==> src/snps_pkg.sv <==
`default_nettype none
// ----------------------------------------------------------------------------
// snps_pkg: shared types and constants of the spoken-number prompt sequencer
// Prompt numbers, divider reciprocals, the slot descriptor that travels from
// the front pipeline through the queue to the back sequencer.
// ----------------------------------------------------------------------------
package snps_pkg;

    localparam int unsigned PROMPT_W = 7;
    localparam int unsigned NSLOT    = 10;
    localparam int unsigned QDEPTH   = 2;

    // prompt numbers
    localparam logic [PROMPT_W-1:0] P_TENS     = 7'd20;
    localparam logic [PROMPT_W-1:0] P_HUNDRED  = 7'd28;
    localparam logic [PROMPT_W-1:0] P_THOUSAND = 7'd29;
    localparam logic [PROMPT_W-1:0] P_HOUR     = 7'd40;
    localparam logic [PROMPT_W-1:0] P_MINUTE   = 7'd41;
    localparam logic [PROMPT_W-1:0] P_SECOND   = 7'd42;
    localparam logic [PROMPT_W-1:0] P_AND      = 7'd47;
    localparam logic [PROMPT_W-1:0] P_MINUS    = 7'd48;
    localparam logic [PROMPT_W-1:0] UNITS_BASE = 7'd50;

    // constant divisors and their reciprocals (exact over the value ranges used)
    localparam logic [15:0] DIV_THOU  = 16'd1000;
    localparam logic [15:0] DIV_HOUR  = 16'd3600;
    localparam logic [11:0] DIV_HUND  = 12'd100;
    localparam logic [11:0] DIV_MIN   = 12'd60;
    localparam logic [16:0] RECIP_THOU = 17'd67109;  // 2^26 / 1000, rounded up
    localparam logic [16:0] RECIP_HOUR = 17'd74566;  // 2^28 / 3600, rounded up
    localparam logic [23:0] RECIP_HUND = 24'd41;     // 2^12 / 100, rounded up
    localparam logic [23:0] RECIP_MIN  = 24'd4370;   // 2^18 / 60, rounded up
    localparam int unsigned SH_THOU = 26;
    localparam int unsigned SH_HOUR = 28;
    localparam int unsigned SH_HUND = 12;
    localparam int unsigned SH_MIN  = 18;

    typedef struct packed {
        logic [3:0] tens;
        logic [3:0] units;
    } t_split;

    // one item's prompts in fixed slot order; mask marks the slots spoken
    typedef struct packed {
        logic [NSLOT-1:0]               mask;
        logic [NSLOT-1:0][PROMPT_W-1:0] val;
    } t_desc;

    // split a value below 100 into tens and units digits
    function automatic t_split f_split(input logic [6:0] x);
        logic [14:0] prod;
        logic [3:0]  tq;
        logic [6:0]  tx;
        t_split      res;
        prod      = {8'b0, x} * 15'd205;
        tq        = prod[14:11];
        tx        = {3'b0, tq} * 7'd10;
        res.tens  = tq;
        res.units = 4'(x - tx);
        return res;
    endfunction

    // tens word prompt for a tens digit of two or more
    function automatic logic [PROMPT_W-1:0] f_tens_word(input logic [3:0] t);
        return P_TENS + {3'b0, t} - 7'd2;
    endfunction

endpackage
`default_nettype wire

==> src/spoken_number_prompt_sequencer_core.sv <==
`default_nettype none
// ----------------------------------------------------------------------------
// spoken_number_prompt_sequencer_core: French spoken-number prompt sequencer
// Turns a signed value into the voice-prompt indices that speak it, either
// as a number with an optional unit word or as a duration in seconds.
// ----------------------------------------------------------------------------
// Each transfer on the input queue side (push/full) carries one value; the
// result side (empty/pop) hands out its prompts in play order, one per
// transfer, with o_last set on the final prompt of the value. A value has
// up to ten prompts, handed out one per cycle from the back end's single
// result register while it is empty or being popped, which sets the
// sustained rate. A new value may be pushed every cycle until the front
// pipeline and its two-entry descriptor queue fill up; from push, a value
// passes the front pipeline, the queue and the back end's slot registers
// on its way to the result ports. A zero duration produces no prompts
// at all. There is no configuration and nothing to clear after reset.
// ----------------------------------------------------------------------------
module spoken_number_prompt_sequencer_core (
    input  logic                          i_clk,
    input  logic                          i_rst_n,
    input  logic                          push,
    output logic                          full,
    input  logic                          i_command,
    input  logic signed [15:0]            i_value,
    input  logic [3:0]                    i_unit_code,
    output logic                          empty,
    input  logic                          pop,
    output logic [snps_pkg::PROMPT_W-1:0] o_prompt_index,
    output logic                          o_last
);
    import snps_pkg::*;

    // front to queue
    logic  w_f_push, w_q_full;
    t_desc w_f_desc;
    // queue to back
    logic  w_q_empty, w_q_pop;
    t_desc w_q_desc;

    // split the magnitude into thousands/hundreds/tens or hours/minutes/seconds
    snps_front u_front (
        .i_clk       (i_clk),
        .i_rst_n     (i_rst_n),
        .i_push      (push),
        .o_full      (full),
        .i_command   (i_command),
        .i_value     (i_value),
        .i_unit_code (i_unit_code),
        .o_push      (w_f_push),
        .o_desc      (w_f_desc),
        .i_full      (w_q_full)
    );

    // hold finished descriptors while the back end drains earlier ones
    snps_queue u_queue (
        .i_clk   (i_clk),
        .i_rst_n (i_rst_n),
        .i_push  (w_f_push),
        .i_desc  (w_f_desc),
        .o_full  (w_q_full),
        .i_pop   (w_q_pop),
        .o_empty (w_q_empty),
        .o_desc  (w_q_desc)
    );

    // advance through the marked slots, one prompt per transfer
    snps_back u_back (
        .i_clk          (i_clk),
        .i_rst_n        (i_rst_n),
        .i_q_empty      (w_q_empty),
        .o_q_pop        (w_q_pop),
        .i_desc         (w_q_desc),
        .i_pop          (pop),
        .o_empty        (empty),
        .o_prompt_index (o_prompt_index),
        .o_last         (o_last)
    );

endmodule
`default_nettype wire

==> src/snps_front.sv <==
`default_nettype none
// ----------------------------------------------------------------------------
// snps_front: input pipeline of the prompt sequencer
// Takes the magnitude apart by constant division in five stages and builds
// the slot descriptor of one item.
// ----------------------------------------------------------------------------
module snps_front (
    input  logic                  i_clk,
    input  logic                  i_rst_n,
    input  logic                  i_push,
    output logic                  o_full,
    input  logic                  i_command,
    input  logic signed [15:0]    i_value,
    input  logic [3:0]            i_unit_code,
    output logic                  o_push,
    output snps_pkg::t_desc       o_desc,
    input  logic                  i_full
);
    import snps_pkg::*;

    typedef struct packed {
        logic       cmd;
        logic       neg;
        logic [3:0] unit;
    } t_tag;

    logic r_v1, r_v2, r_v3, r_v4, r_v5;
    t_tag r_tag1, r_tag2, r_tag3, r_tag4, r_tag5;
    logic [15:0] r_mag1, r_mag2;
    logic [5:0]  r_q1_2, r_q1_3, r_q1_4, r_q1_5;
    logic [11:0] r_r1_3, r_r1_4;
    logic [5:0]  r_q2_4, r_q2_5;
    logic [6:0]  r_r2_5;

    logic w_en1, w_en2, w_en3, w_en4, w_en5, w_fwd_ok;
    logic [32:0] w_p1;
    logic [5:0]  w_q1;
    logic [15:0] w_qc1;
    logic [23:0] w_p2;
    logic [5:0]  w_q2;
    logic [11:0] w_qc2;
    t_desc       w_desc;
    t_split      w_sp_q1, w_sp_q2, w_sp_r2;

    // stall chain: a stage takes new data when empty or when it moves on
    assign w_fwd_ok = (w_desc.mask == '0) || !i_full;
    assign w_en5    = !r_v5 || w_fwd_ok;
    assign w_en4    = !r_v4 || w_en5;
    assign w_en3    = !r_v3 || w_en4;
    assign w_en2    = !r_v2 || w_en3;
    assign w_en1    = !r_v1 || w_en2;
    assign o_full   = !w_en1;
    assign o_push   = r_v5 && (w_desc.mask != '0) && !i_full;
    assign o_desc   = w_desc;

    // first quotient: thousands or hours
    assign w_p1 = {17'b0, r_mag1} * {16'b0, (r_tag1.cmd ? RECIP_HOUR : RECIP_THOU)};
    assign w_q1 = r_tag1.cmd ? {2'b0, w_p1[SH_HOUR +: 4]} : w_p1[SH_THOU +: 6];

    assign w_qc1 = r_tag2.cmd ? ({10'b0, r_q1_2} * DIV_HOUR) : ({10'b0, r_q1_2} * DIV_THOU);

    // second quotient: hundreds or minutes
    assign w_p2 = {12'b0, r_r1_3} * (r_tag3.cmd ? RECIP_MIN : RECIP_HUND);
    assign w_q2 = r_tag3.cmd ? w_p2[SH_MIN +: 6] : {2'b0, w_p2[SH_HUND +: 4]};

    assign w_qc2 = r_tag4.cmd ? ({6'b0, r_q2_4} * DIV_MIN) : ({6'b0, r_q2_4} * DIV_HUND);

    always_ff @(posedge i_clk) begin
        if (!i_rst_n) begin
            r_v1 <= 1'b0;
            r_v2 <= 1'b0;
            r_v3 <= 1'b0;
            r_v4 <= 1'b0;
            r_v5 <= 1'b0;
        end else begin
            if (w_en1) r_v1 <= i_push;
            if (w_en2) r_v2 <= r_v1;
            if (w_en3) r_v3 <= r_v2;
            if (w_en4) r_v4 <= r_v3;
            if (w_en5) r_v5 <= r_v4;
        end
    end

    always_ff @(posedge i_clk) begin
        if (w_en1) begin
            r_tag1.cmd  <= i_command;
            r_tag1.neg  <= i_value[15];
            r_tag1.unit <= i_unit_code;
            r_mag1      <= i_value[15] ? 16'(16'd0 - i_value) : i_value;
        end
        if (w_en2) begin
            r_tag2 <= r_tag1;
            r_mag2 <= r_mag1;
            r_q1_2 <= w_q1;
        end
        if (w_en3) begin
            r_tag3 <= r_tag2;
            r_q1_3 <= r_q1_2;
            r_r1_3 <= 12'(r_mag2 - w_qc1);
        end
        if (w_en4) begin
            r_tag4 <= r_tag3;
            r_q1_4 <= r_q1_3;
            r_r1_4 <= r_r1_3;
            r_q2_4 <= w_q2;
        end
        if (w_en5) begin
            r_tag5 <= r_tag4;
            r_q1_5 <= r_q1_4;
            r_q2_5 <= r_q2_4;
            r_r2_5 <= 7'(r_r1_4 - w_qc2);
        end
    end

    assign w_sp_q1 = f_split(7'(r_q1_5));
    assign w_sp_q2 = f_split(7'(r_q2_5));
    assign w_sp_r2 = f_split(r_r2_5);

    // slot build
    always_comb begin
        logic q1_ge20, q2_ge20, r2_ge20, spoken;
        logic [PROMPT_W-1:0] last_units;
        q1_ge20    = (r_q1_5 >= 6'd20);
        q2_ge20    = (r_q2_5 >= 6'd20);
        r2_ge20    = (r_r2_5 >= 7'd20);
        last_units = r2_ge20 ? {3'b0, w_sp_r2.units} : r_r2_5;
        spoken     = (r_q1_5 != '0) || (r_q2_5 != '0) || r2_ge20;

        w_desc        = '0;
        w_desc.mask[0] = r_tag5.neg;
        w_desc.val[0]  = P_MINUS;
        if (!r_tag5.cmd) begin
            // thousands count, thousand, hundreds digit, hundred, tens, units, unit
            w_desc.mask[1] = q1_ge20;
            w_desc.val[1]  = f_tens_word(w_sp_q1.tens);
            w_desc.mask[2] = (r_q1_5 >= 6'd2) && (!q1_ge20 || (w_sp_q1.units != '0));
            w_desc.val[2]  = q1_ge20 ? {3'b0, w_sp_q1.units} : 7'(r_q1_5);
            w_desc.mask[3] = (r_q1_5 != '0);
            w_desc.val[3]  = P_THOUSAND;
            w_desc.mask[4] = (r_q2_5 >= 6'd2);
            w_desc.val[4]  = 7'(r_q2_5);
            w_desc.mask[5] = (r_q2_5 != '0);
            w_desc.val[5]  = P_HUNDRED;
            w_desc.mask[6] = r2_ge20;
            w_desc.val[6]  = f_tens_word(w_sp_r2.tens);
            w_desc.mask[7] = (last_units != '0) || !spoken;
            w_desc.val[7]  = last_units;
            w_desc.mask[8] = (r_tag5.unit != '0);
            w_desc.val[8]  = UNITS_BASE + {3'b0, r_tag5.unit} - 7'd1;
        end else begin
            // hours, hour, minutes, minute, and, seconds, second
            w_desc.mask[1] = (r_q1_5 != '0);
            w_desc.val[1]  = 7'(r_q1_5);
            w_desc.mask[2] = (r_q1_5 != '0);
            w_desc.val[2]  = P_HOUR;
            w_desc.mask[3] = q2_ge20;
            w_desc.val[3]  = f_tens_word(w_sp_q2.tens);
            w_desc.mask[4] = (r_q2_5 != '0) && (!q2_ge20 || (w_sp_q2.units != '0));
            w_desc.val[4]  = q2_ge20 ? {3'b0, w_sp_q2.units} : 7'(r_q2_5);
            w_desc.mask[5] = (r_q2_5 != '0);
            w_desc.val[5]  = P_MINUTE;
            w_desc.mask[6] = (r_q2_5 != '0) && (r_r2_5 != '0);
            w_desc.val[6]  = P_AND;
            w_desc.mask[7] = r2_ge20;
            w_desc.val[7]  = f_tens_word(w_sp_r2.tens);
            w_desc.mask[8] = (r_r2_5 != '0) && (!r2_ge20 || (w_sp_r2.units != '0));
            w_desc.val[8]  = last_units;
            w_desc.mask[9] = (r_r2_5 != '0);
            w_desc.val[9]  = P_SECOND;
        end
        if (!r_v5) begin
            w_desc.mask = '0;
        end
    end

endmodule
`default_nettype wire

==> src/snps_queue.sv <==
`default_nettype none
// ----------------------------------------------------------------------------
// snps_queue: short descriptor queue
// Decouples the front pipeline from the back sequencer.
// ----------------------------------------------------------------------------
module snps_queue (
    input  logic            i_clk,
    input  logic            i_rst_n,
    input  logic            i_push,
    input  snps_pkg::t_desc i_desc,
    output logic            o_full,
    input  logic            i_pop,
    output logic            o_empty,
    output snps_pkg::t_desc o_desc
);
    import snps_pkg::*;

    localparam int unsigned PTR_W = (QDEPTH > 1) ? $clog2(QDEPTH) : 1;
    localparam int unsigned CNT_W = $clog2(QDEPTH + 1);

    t_desc              r_mem [QDEPTH];
    logic [PTR_W-1:0]   r_wptr, r_rptr;
    logic [CNT_W-1:0]   r_count;
    logic               w_wr, w_rd;

    assign o_full  = (r_count == CNT_W'(QDEPTH));
    assign o_empty = (r_count == '0);
    assign w_wr    = i_push && !o_full;
    assign w_rd    = i_pop && !o_empty;
    assign o_desc  = r_mem[r_rptr];

    always_ff @(posedge i_clk) begin
        if (!i_rst_n) begin
            r_wptr  <= '0;
            r_rptr  <= '0;
            r_count <= '0;
        end else begin
            if (w_wr) begin
                r_wptr <= (r_wptr == PTR_W'(QDEPTH - 1)) ? '0 : r_wptr + 1'b1;
            end
            if (w_rd) begin
                r_rptr <= (r_rptr == PTR_W'(QDEPTH - 1)) ? '0 : r_rptr + 1'b1;
            end
            if (w_wr && !w_rd) begin
                r_count <= r_count + 1'b1;
            end else if (w_rd && !w_wr) begin
                r_count <= r_count - 1'b1;
            end
        end
    end

    always_ff @(posedge i_clk) begin
        if (w_wr) begin
            r_mem[r_wptr] <= i_desc;
        end
    end

endmodule
`default_nettype wire

==> src/snps_back.sv <==
`default_nettype none
// ----------------------------------------------------------------------------
// snps_back: prompt sequencer back end
// Walks the marked slots of one descriptor, one prompt per cycle while the
// result register is empty or being popped, into the result register.
// ----------------------------------------------------------------------------
module snps_back (
    input  logic                          i_clk,
    input  logic                          i_rst_n,
    input  logic                          i_q_empty,
    output logic                          o_q_pop,
    input  snps_pkg::t_desc               i_desc,
    input  logic                          i_pop,
    output logic                          o_empty,
    output logic [snps_pkg::PROMPT_W-1:0] o_prompt_index,
    output logic                          o_last
);
    import snps_pkg::*;

    logic                          r_busy;
    logic [NSLOT-1:0]              r_mask;
    logic [NSLOT-1:0][PROMPT_W-1:0] r_vals;
    logic                          r_out_v;
    logic [PROMPT_W-1:0]           r_out_prompt;
    logic                          r_out_last;

    logic                w_out_free, w_emit, w_done, w_load;
    logic [NSLOT-1:0]    w_low, w_rest;
    logic [PROMPT_W-1:0] w_sel;

    assign w_out_free = !r_out_v || i_pop;
    assign w_emit     = r_busy && w_out_free;
    assign w_low      = r_mask & (~r_mask + 1'b1);
    assign w_rest     = r_mask & ~w_low;
    assign w_done     = w_emit && (w_rest == '0);
    assign w_load     = !i_q_empty && (!r_busy || w_done);
    assign o_q_pop    = w_load;

    always_comb begin
        w_sel = '0;
        for (int k = 0; k < NSLOT; k++) begin
            if (w_low[k]) w_sel = w_sel | r_vals[k];
        end
    end

    always_ff @(posedge i_clk) begin
        if (!i_rst_n) begin
            r_busy  <= 1'b0;
            r_out_v <= 1'b0;
        end else begin
            if (w_load) begin
                r_busy <= 1'b1;
            end else if (w_done) begin
                r_busy <= 1'b0;
            end
            if (w_emit) begin
                r_out_v <= 1'b1;
            end else if (i_pop) begin
                r_out_v <= 1'b0;
            end
        end
    end

    always_ff @(posedge i_clk) begin
        if (w_load) begin
            r_mask <= i_desc.mask;
            r_vals <= i_desc.val;
        end else if (w_emit) begin
            r_mask <= w_rest;
        end
        if (w_emit) begin
            r_out_prompt <= w_sel;
            r_out_last   <= (w_rest == '0);
        end
    end

    assign o_empty        = !r_out_v;
    assign o_prompt_index = r_out_prompt;
    assign o_last         = r_out_last;

endmodule
`default_nettype wire

==> config.mk <==
export PLATFORM = sky130hd
export DESIGN_NAME = spoken_number_prompt_sequencer_core
export DESIGN_NICKNAME = d
export VERILOG_FILES = /design/src/snps_pkg.sv /design/src/spoken_number_prompt_sequencer_core.sv /design/src/snps_front.sv /design/src/snps_queue.sv /design/src/snps_back.sv
export SDC_FILE = /design/constraint.sdc
export NUM_CORES = 1
export LEC_CHECK = 0
export BUFFER_PORTS_ARGS = -buffer_cell sky130_fd_sc_hd__buf_2
export CAP_MARGIN = 20
export CORE_MARGIN = 1.5
export CORE_UTILIZATION = 60
export CTS_BUF_LIST = sky130_fd_sc_hd__clkbuf_8
export DETAILED_ROUTE_END_ITERATION = 8
export GPL_TIMING_DRIVEN = 0
export MAX_ROUTING_LAYER = met4
export PLACE_DENSITY = 0.8
export SYNTH_ARGS = -nofsm -noshare
export SYNTH_HDL_FRONTEND = slang
export SYNTH_SLANG_ARGS = --single-unit
export TNS_END_PERCENT = 5
==> constraint.sdc <==
create_clock -name i_clk -period 9.9 [get_ports i_clk]
set_input_delay 1.98 -clock i_clk [delete_from_list [all_inputs] [get_ports i_clk]]
set_output_delay 1.98 -clock i_clk [all_outputs]
set_load 0.01 [all_outputs]
[Word-level counts from Yosys, hierarchy flattened]
Memory sizes are Yosys's and may differ from the RTL's. A register that Yosys moved wholly into a read port is not among the register bits.
Index checks and enable logic that the tools add are counted.
Operators by class
  multiply operators: 12
  bitwise gates (word level): 13
  $add $sub $neg: 19
  reductions and logical operators: 59
  equal/unequal tests: 1
  order comparisons: 5
  muxes and demuxes: 39
Operators by type and width (number)
  $mux 7: 12
  $or 7x7->7: 9
  $mux 56: 1
  $mul 16x17->32: 1
  $mux 10: 3
  $mul 6x8->14 const B: 2
  $mul 12x13->24: 1
  $sub 7x2->7 const B: 3
  $and 10x10->10: 2
  $logic_not 10->1: 2
  $not 10->10: 2
  $mux 6: 3
  $logic_not 1->1: 16
  $reduce_bool 4->1: 4
  $sub 1x16->16 const A: 1
  $mul 7x8->15 const B: 1
  $mux 15: 1
  $logic_or 1x1->1: 14
  $mux 14: 1
  $reduce_bool 7->1: 2
  $logic_and 1x1->1: 13
  $mux 13: 1
  $add 5x3->6 const A: 2
  $ge 6x2->1 const B: 2
  other kinds (28): 49
Storage, ports and cells
  memories kept: 1
  bits in writable memories: 144
  register bits: 219
  word-level logic and storage cells: 201
  output and inout port bits: 10
  bits of input ports: 25
Memory list
  u_queue.r_mem: depth 2, width 72, read ports 1, clocked after Yosys merged registers in 1, wr ports 1, RTL line snps_queue.sv:21  | t_desc r_mem [QDEPTH];

[Depth between registers and ports, before layout]
Gate-level depths: netlist of the first run.
  word-level depth: 22
  mapped depth: 25
  gate-level depth less buffers: 25

[Modules after synthesis]
A second synthesis of the first run with hierarchy kept.
Second synthesis, totals
  cells, all modules: 2070
  area, all modules: 25822.3 µm²
Modules (own cells, without submodules)
  snps_front: cells each 1532, sequential area each 3703.6 µm², instances 1, area an instance 16081.7 µm²
  snps_queue: cells each 274, sequential area each 4904.7 µm², instances 1, area an instance 6004.5 µm²
  snps_back: cells each 264, sequential area each 2682.6 µm², instances 1, area an instance 3736.1 µm²

[Worst setup path after synthesis of the first run]
OpenSTA, ideal clock, no wires.
  path kind: flip-flop to flip-flop
  from: register u_front.r_r2_5[4]
  to: memory u_queue.r_mem[0][0] in the netlist's numbering (enable)
  stages on the path, launching flop included: 21
  buffers on the path: 0
  setup slack: -601 ps
  library setup time: 603 ps
  data required time: 9297 ps
  arrival: 9899 ps
  clock period less this slack: 10501 ps
  cell sequence: edfxtp_1 -> ha_1 -> ha_1 -> fa_1 -> inv_1 -> fa_1 -> inv_1 -> ha_1 -> a21oi_1 -> a211oi_1 -> o41a_1 -> or2_2 -> xor2_1 -> inv_1 -> fa_1 -> nor3b_1 -> nand2_1 -> mux2i_1 -> a21oi_1 -> nor3_1 -> nor4_1
Between the ends
  longest elaborated chain between the ends: 14
  elaborated cells on any way between the ends: 24
  those cells by class: 1 x add/sub; 2 x mul; 1 x order compare; 6 x mux; 14 x reduce/logical
RTL lines
  from (decl): RTL line snps_front.sv:33  | logic [6:0] r_r2_5;
  from (signal assigned): RTL line snps_front.sv:111  | r_r2_5 <= 7'(r_r1_4 - w_qc2);
  $mul 7x8->15: RTL line snps_pkg.sv:55  | prod = {8'b0, x} * 15'd205;
  $mul 4x3->3: RTL line snps_pkg.sv:57  | tx = {3'b0, tq} * 7'd10;
  $sub 4x4->4: RTL line snps_pkg.sv:59  | res.units = 4'(x - tx);
  $mux 7 or $reduce_bool 4->1 (tied branches): RTL line snps_front.sv:126, snps_front.sv:166
  $reduce_bool 7->1 or $logic_or 1x1->1 (tied branches): RTL line snps_front.sv:146, snps_front.sv:166
  $logic_or 1x1->1 or $logic_and 1x1->1 (tied branches): RTL line snps_front.sv:146, snps_front.sv:166
  $mux 8: RTL line snps_front.sv:132  | if (!r_tag5.cmd) begin
  $mux 10 *: RTL line snps_front.sv:171  | if (!r_v5) begin
  $reduce_bool 10->1 *: RTL line snps_front.sv:53  | assign o_push = r_v5 && (w_desc.mask != '0) && !i_full;
  $logic_and 1x1->1 * (2 in a row): RTL line snps_front.sv:53
  $logic_and 1x1->1 *: RTL line snps_queue.sv:28  | assign w_wr = i_push && !o_full;
  $mux 1 *: RTL line snps_queue.sv:53  | if (w_wr) begin
  $mux 1 (implied by the code) *: RTL line snps_queue.sv:54  | r_mem[r_wptr] <= i_desc;
  to (decl): RTL line snps_queue.sv:21
Mark *: on every way between the ends. The rest lies on a longest branch, timed or not.

[Worst setup path after layout of the first run]
  from: register u_front.r_r2_5[3]
  to: output full
Between the ends
  longest elaborated chain between the ends: 16
  elaborated cells on any way between the ends: 26
  those cells by class: 1 x add/sub; 2 x mul; 1 x order compare; 4 x mux; 18 x reduce/logical
RTL lines
  $mul 7x8->15: RTL line snps_pkg.sv:55
  $mul 4x3->3: RTL line snps_pkg.sv:57
  $sub 4x4->4: RTL line snps_pkg.sv:59
  $mux 7 or $reduce_bool 4->1 (tied branches): RTL line snps_front.sv:126, snps_front.sv:166
  $reduce_bool 7->1 or $logic_or 1x1->1 (tied branches): RTL line snps_front.sv:146, snps_front.sv:166
  $logic_or 1x1->1 or $logic_and 1x1->1 (tied branches): RTL line snps_front.sv:146, snps_front.sv:166
  $mux 8: RTL line snps_front.sv:132
  $mux 10 *: RTL line snps_front.sv:171
  $logic_not 10->1 *: RTL line snps_front.sv:46  | assign w_fwd_ok = (w_desc.mask == '0) || !i_full;
  $logic_or 1x1->1 *: RTL line snps_front.sv:46
  $logic_or 1x1->1 *: RTL line snps_front.sv:47  | assign w_en5 = !r_v5 || w_fwd_ok;
  $logic_or 1x1->1 *: RTL line snps_front.sv:48  | assign w_en4 = !r_v4 || w_en5;
  $logic_or 1x1->1 *: RTL line snps_front.sv:49  | assign w_en3 = !r_v3 || w_en4;
  $logic_or 1x1->1 *: RTL line snps_front.sv:50  | assign w_en2 = !r_v2 || w_en3;
  $logic_or 1x1->1 *: RTL line snps_front.sv:51  | assign w_en1 = !r_v1 || w_en2;
  $logic_not 1->1 *: RTL line snps_front.sv:52  | assign o_full = !w_en1;
  to (decl): RTL line spoken_number_prompt_sequencer_core.sv:22  | output logic full,
Marked as above.

==> out/results.tsv, run 1 <==
stage	metric	value	unit
place	DP HPWL	34970	um
finish	ant diodes	0	
timing	Slew Viols, Final	0	
setup_path	Critical Path Start Type	flip-flop	
clocking	Hold Buf Count CTS	0	
setup_path	Crit-path slowest cell	fa_1	
timing	Final Hold Slack	0.4001	ns
grt	initial antenna violation count	0	
timing	number of endpoints failing setup at the final stage	0	
grt	Total Routing Usage GR	24.57	%
status	status	finished, final reports clean	
grt	largest net degree at the start of global routing	54	
detailed_routing	final antenna-violating net count	0	
floorplanning	die height	196.7	um
logic_synthesis	EDFF count, synth	290	
logic_synthesis	Most used DFF post-synth	edfxtp_1	
clocking	worst skew pair latency	0.60	ns
timing	Fin Clk Skew	0.04925	ns
grt	gr ovfl total	0	
finish	Synth-to-Final Area Change	8.341	%
setup_path	Critical Path AT	7.05	ns
logic_synthesis	Synthesis Warnings	0	
logic_synthesis	top-count cell post-synth	ha_1	
place	IO Port Bufs	34	
grt	routing usage on met2	42.95	%
timing	min cycle time layout	9.028	ns
clocking	Num CTS Buffers	47	
detailed_routing	Routed Wire Length	43700	um
floorplanning	die area	0.03870	mm2
clocking	number of setup buffers added after CTS	0	
min_path	worst min-delay path class	reg2reg	
finish	share of layout cells above drive strength 1	9.158	%
logic_synthesis	Synth Cell Area	0.02252	mm2
setup_path	Critical Path RT	7.92	ns
logic_synthesis	number of synthesized register bits	302	
setup_path	CP max stage delay	0.51	ns
grt	met3 usage	3.405	%
finish	post-layout util	66.31	%
grt	vias in the first global route	14943	
logic_synthesis	Netlist cell types	72	
clocking	H-Tree Depth	2	
timing	RSZ-0062 raised after global routing	no	
clocking	Clock Path Buffers	3	
clocking	root buffer cell	clkbuf_8	
floorplanning	row cnt	70	
floorplanning	Ports	35	
timing	final worst slack	0.8723	ns
detailed_routing	DRC errors left	0	
timing	Peak Freq	110.8	MHz
grt	gr busiest metal	met2	
finish	Filler Cell Count	2684	
grt	met1 Use GR	29.31	%
floorplanning	Initial Utilization	61.21	%
grt	first-pass GRT wire length	73010	um
timing	setup TNS	0	ns
timing	Worst Max-Slew Pin Slew	1.003	ns
logic_synthesis	register area share after synthesis	39.74	%
place	pre-CTS WS	1.530	ns
setup_path	Buf/Inv on CP	5	
logic_synthesis	asr flop ratio synth	0	%
detailed_routing	drt pass-1 iters	5	
logic_synthesis	syn_area_per_cell	12.05	um2
setup_path	CP delay by family, top	adder cells	
setup_path	crit path capture type	output port	
floorplanning	core area	0.03679	mm2
clocking	CTS sink count	302	
run	Max Cap Viol	0	
timing	final hold violations	0	
detailed_routing	via/cell ratio	5.581	
finish	Layout Nets	2518	
timing	max_slew headroom	32.98	%
detailed_routing	via count	13885	
floorplanning	die width	196.7	um
clocking	Reg clk slew, reported paths	0.06	ns
logic_synthesis	cell taking the most area after synthesis	edfxtp_1	
logic_synthesis	Cells after Synth	1869	
logic_synthesis	Post-synth top cells	ha_1 (347), inv_1 (320), edfxtp_1 (290)	
setup_path	worst-path maximum fanout	7	
finish	FF+latch area	0.008949	mm2
clocking	CTS tree	done	
clocking	Resized Gates After CTS	0	
logic_synthesis	top post-synthesis cells by area	edfxtp_1 (39%), ha_1 (19%), fa_1 (14%)	
logic_synthesis	Synth top area share	38.68	%
detailed_routing	routed len/inst	17.57	um
setup_path	Cell Chain, Critical Path	inv_1, ha_1, ha_1, fa_1, inv_1, fa_1, inv_1, ha_1, a21oi_1, a211oi_1, o41a_1, or2_2, xor2_1, inv_1, fa_1, nor3b_1, nand2_1, mux2i_1, a21oi_1, o311a_1, and2_0, and4_1, buf_2	
timing	period utilization	91.19	%
setup_path	critical path type	reg2out	
finish	area occupied by multi-input gates	0.01229	mm2
setup_path	Crit path top cell by count	inv_1	
place	Placer Congestion	0.9585	
detailed_routing	initial drt markers	708	
-- cell families (layout without fill, tap and decap cells) --
| logic type | Yosys count | after routing | share of synthesized area (%) |
|---|---|---|---|
| AOI/OAI and AO/OA | 231 | 231 | 6.635 |
| xor gates and xnor gates | 83 | 83 | 3.323 |
| adders and majority gates | 509 | 509 | 33.64 |
| buffers and inverters | 369 | 492 | 6.224 |
| DFF | 302 | 302 | 39.74 |
| muxes | 74 | 74 | 3.595 |
| other | 2 | 30 | 0.03336 |
| and+or+nand+nor | 299 | 299 | 6.802 |
-- placed cells by master (no fill, tap or decap), types with 30 or more instances in the layout --
cell type,count
clkbuf_8,51
fa_1,161
edfxtp_1,290
xnor2_1,61
conb_1,30
nand2_1,78
nor2_1,58
o21ai_0,57
clkbuf_1,39
mux2_2,55
a21oi_1,58
ha_1,347
inv_1,337
buf_2,35
-- state kept, by name, indices dropped and copies added (netlist names), 2 cells and up, named ones only --
register               flops
u_back.o_prompt_index      7
u_back.r_mask             10
u_back.r_vals             44
u_front.r_mag1            16
u_front.r_mag2            12
u_front.r_q1_2             6
u_front.r_q1_3             6
u_front.r_q1_4             6
u_front.r_q1_5             6
u_front.r_q2_4             6
u_front.r_q2_5             6
u_front.r_r1_3            12
u_front.r_r1_4             7
u_front.r_r2_5             7
u_front.r_tag1             6
u_front.r_tag2             6
u_front.r_tag3             6
u_front.r_tag4             6
u_front.r_tag5             6
u_queue.r_count            2
u_queue.r_mem            108
-- stage by stage --
| stage | instances | instance area, um2 |
|---|---|---|
| global route | 2488 | 24390 |
| detailed placement | 2403 | 23450 |
| floorplan | 1897 | 22630 |
| global placement | 2399 | 23380 |
| CTS | 2487 | 24380 |
| finish | 2488 | 24390 |
-- per-layer routing --
metal,up-vias,share of wire (%)
met5,-,0
met4,0,3.0
met3,106,3.9
met2,319,51
met1,6832,42
li1,6628,-
-- path summary, 6_finish.rpt --
| check | to | depth (start not counted) | from | slack [ns] |
|---|---|---|---|---|
| hold reg to reg | u_front.r_q1_5[4]$_DFFE_PP_ | 0 | u_front.r_q1_4[4]$_DFFE_PP_ | 0.40 |
| hold / removal | u_front.r_q1_5[4]$_DFFE_PP_ | 0 | u_front.r_q1_4[4]$_DFFE_PP_ | 0.40 |
| setup reg to reg | u_front.r_q1_2[3]$_DFFE_PP_ | 20 | u_front.r_tag1[5]$_DFFE_PP_ | 2.28 |
| setup / recovery | full | 23 | u_front.r_r2_5[3]$_DFFE_PP_ | 0.87 |
-- final cells by class --
type | instances | area share, %
clock buffer | 51 | 2.878
clock inverter | 33 | 0.9284
tap | 468 | 2.400
buffer | 48 | 0.8053
inverter | 321 | 4.939
multi-input combinational | 1226 | 50.37
timing repair buffer | 39 | 0.9951
sequential | 302 | 36.68
Power of run 1 is left out: the tool's default activity adds up to more than one toggle a clock period on the data nets, which glitch-free logic cannot reach.
==> run 2, diff against run 1 <==
--- a/config.mk
+++ b/config.mk
@@ -8,12 +8,11 @@
 export BUFFER_PORTS_ARGS = -buffer_cell sky130_fd_sc_hd__buf_2
 export CAP_MARGIN = 20
 export CORE_MARGIN = 1.5
-export CORE_UTILIZATION = 60
-export CTS_BUF_LIST = sky130_fd_sc_hd__clkbuf_8
+export CORE_UTILIZATION = 59
 export DETAILED_ROUTE_END_ITERATION = 8
 export GPL_TIMING_DRIVEN = 0
 export MAX_ROUTING_LAYER = met4
-export PLACE_DENSITY = 0.8
+export PLACE_DENSITY = 0.78
 export SYNTH_ARGS = -nofsm -noshare
 export SYNTH_HDL_FRONTEND = slang
 export SYNTH_SLANG_ARGS = --single-unit
==> run 2 against run 1 <==
Compared with the run above:
- clock skew down 0.027 ns
- cell count up 0.68%
- setup slack better by 0.058 ns
- worst hold slack better by 0.018 ns
- critical endpoint unchanged
- largest cell class unchanged
==> out/results.tsv, run 2 (synthesis gave the netlist of run 1 again) <==
stage	metric	value	unit	change
status	status	finished, final reports clean		
clocking	number of setup buffers added after CTS	0		unchanged
place	IO Port Bufs	34		unchanged
grt	initial antenna violation count	1		+1
clocking	worst skew pair latency	0.57	ns	-0.03 ns
timing	RSZ-0062 raised after global routing	no		
setup_path	Crit path top cell by count	inv_1		
clocking	H-Tree Depth	1		-1
clocking	Hold Buf Count CTS	0		unchanged
timing	Peak Freq	111.5	MHz	+0.65%
run	Max Cap Viol	0		unchanged
finish	commonest cells after routing, fill and taps aside	ha_1 (347), inv_1 (320), edfxtp_1 (290)		
setup_path	Critical Path AT	6.99	ns	-0.06 ns
grt	gr ovfl total	0		unchanged
floorplanning	Ports	35		unchanged
detailed_routing	final antenna-violating net count	0		unchanged
finish	commonest non-fill, non-tap cell in the layout	ha_1		
setup_path	Critical Path Start Type	flip-flop		
setup_path	critical path type	reg2out		
grt	Total Routing Usage GR	23.46	%	-1.1 points
timing	number of endpoints failing setup at the final stage	0		unchanged
detailed_routing	DRC errors left	0		unchanged
place	DP HPWL	34140	um	-2.4%
finish	largest registers	u_queue.r_mem x108, u_back.r_vals x44, u_front.r_mag1 x16		
floorplanning	die height	198.4	um	+0.83%
detailed_routing	Routed Wire Length	42480	um	-2.8%
finish	share of layout cells above drive strength 1	8.781	%	-0.38 points
finish	FF+latch area	0.008949	mm2	unchanged
grt	largest net degree at the start of global routing	54		unchanged
clocking	root buffer cell	clkbuf_16		
finish	Synth-to-Final Area Change	9.264	%	
finish	Reg with most FFs	u_queue.r_mem		
min_path	worst min-delay path class	reg2reg		
clocking	CTS sink count	302		unchanged
floorplanning	die area	0.03934	mm2	+1.7%
place	Placer Congestion	0.9467		-1.2%
grt	first-pass GRT wire length	70630	um	-3.3%
setup_path	worst-path maximum fanout	7		unchanged
floorplanning	die width	198.4	um	+0.83%
timing	Slew Viols, Final	0		unchanged
setup_path	Critical Path RT	7.92	ns	about the same
detailed_routing	initial drt markers	689		-2.7%
clocking	Num CTS Buffers	30		-36%
setup_path	Crit-path slowest cell	fa_1		
clocking	Reg clk slew, reported paths	0.06	ns	about the same
timing	period utilization	90.60	%	-0.59 points
timing	Worst Max-Slew Pin Slew	1.022	ns	+0.01896 ns
floorplanning	Initial Utilization	59.92	%	-1.3 points
clocking	Clock Path Buffers	3		unchanged
finish	Layout Nets	2502		-0.64%
clocking	Resized Gates After CTS	0		unchanged
timing	max_slew headroom	31.72	%	-1.3 points
finish	number of flip-flops in the largest register	108		unchanged
detailed_routing	via count	13648		-1.7%
detailed_routing	routed len/inst	16.96	um	-3.5%
setup_path	crit path capture type	output port		
finish	area occupied by multi-input gates	0.01229	mm2	unchanged
floorplanning	row cnt	71		+1.4%
detailed_routing	via/cell ratio	5.448		-2.4%
setup_path	CP Launch Point	u_front.r_r2_5[3]$_DFFE_PP_		
setup_path	reg2reg start	u_front.r_tag1[5]$_DFFE_PP_		
timing	setup TNS	0	ns	unchanged
clocking	CTS tree	done		
setup_path	CP max stage delay	0.52	ns	about the same
finish	Filler Cell Count	2813		+4.8%
min_path	Hold Crit Start	u_front.r_mag2[0]$_DFFE_PP_		
grt	vias in the first global route	14434		-3.4%
timing	min cycle time layout	8.969	ns	-0.05833 ns
floorplanning	core area	0.03758	mm2	+2.2%
timing	final hold violations	0		unchanged
detailed_routing	drt pass-1 iters	7		+2
timing	Fin Clk Skew	0.02179	ns	-0.02746 ns
setup_path	Cell Chain, Critical Path	inv_1, ha_1, ha_1, inv_1, fa_1, fa_1, inv_1, ha_1, a21oi_1, a211oi_1, o41a_1, or2_2, xor2_1, inv_1, fa_1, nor3b_1, nand2_1, mux2i_1, a21oi_1, o311a_1, and2_0, and4_1, buf_2		
## run 2: changes by cell type in the layout (fill, tap and decap cells not counted), sizes merged
cell,before,now
buf,48,49
bufinv,3,5
diode,0,1
clkbuf,90,77
clkinvlp,0,1
inv,340,322
## run 2: cell type report
class,count,area share [%]
Timing Repair Buffer,40,1.032
Antenna cell,1,0.01017
Buffer,48,0.7985
Inverter,321,4.898
Clock inverter,18,1.007
Clock buffer,38,3.336
Tap cell,511,2.599
Multi-Input combinational cell,1226,49.94
Sequential cell,302,36.37
## run 2: metal layers
| metal | up-vias | GRT usage, % | share of wire (%) |
|---|---|---|---|
| met4 | 0 | 6.701 | 2.5 |
| met2 | 278 | 40.60 | 51 |
| met3 | 91 | 3.185 | 4.3 |
| li1 | 6594 | - | - |
| met5 | - | - | 0 |
| met1 | 6685 | 28.81 | 42 |
## run 2: path summary, 6_finish.rpt
check	endpoint	slack, ns	cells past startpoint
min	u_front.r_r1_3[0]$_DFFE_PP_	0.42	0
max reg2reg	u_front.r_q1_2[3]$_DFFE_PP_	2.30	20
max	full	0.93	23
min reg2reg	u_front.r_r1_3[0]$_DFFE_PP_	0.42	0
## run 2: critical path: cells and delay by family (launching register included)
kind	cells	cell delay, ns
AND/OR/NAND/NOR	5	1.29
flip-flops	1	0.50
adder cells (fa/ha/maj)	6	2.29
XOR/XNOR	1	0.32
AO/OA/AOI/OAI	5	1.15
multiplexers	1	0.23
buffers and inverters	5	0.66
## run 2: per-stage QoR
stage,instances,worst slack [ns],util (%),hold WS (ns),cell area [um2]
floorplan,1897,1.659,-,0.4003,22630
global placement,2442,-0.3101,62.37,0.4048,23440
detailed placement,2447,1.526,62.58,0.4063,23520
CTS,2503,0.8903,65.42,0.4202,24580
global route,2505,0.5092,65.47,0.4229,24600
finish,2505,0.9306,65.47,0.4180,24600
Power of run 2 is left out for the same reason.
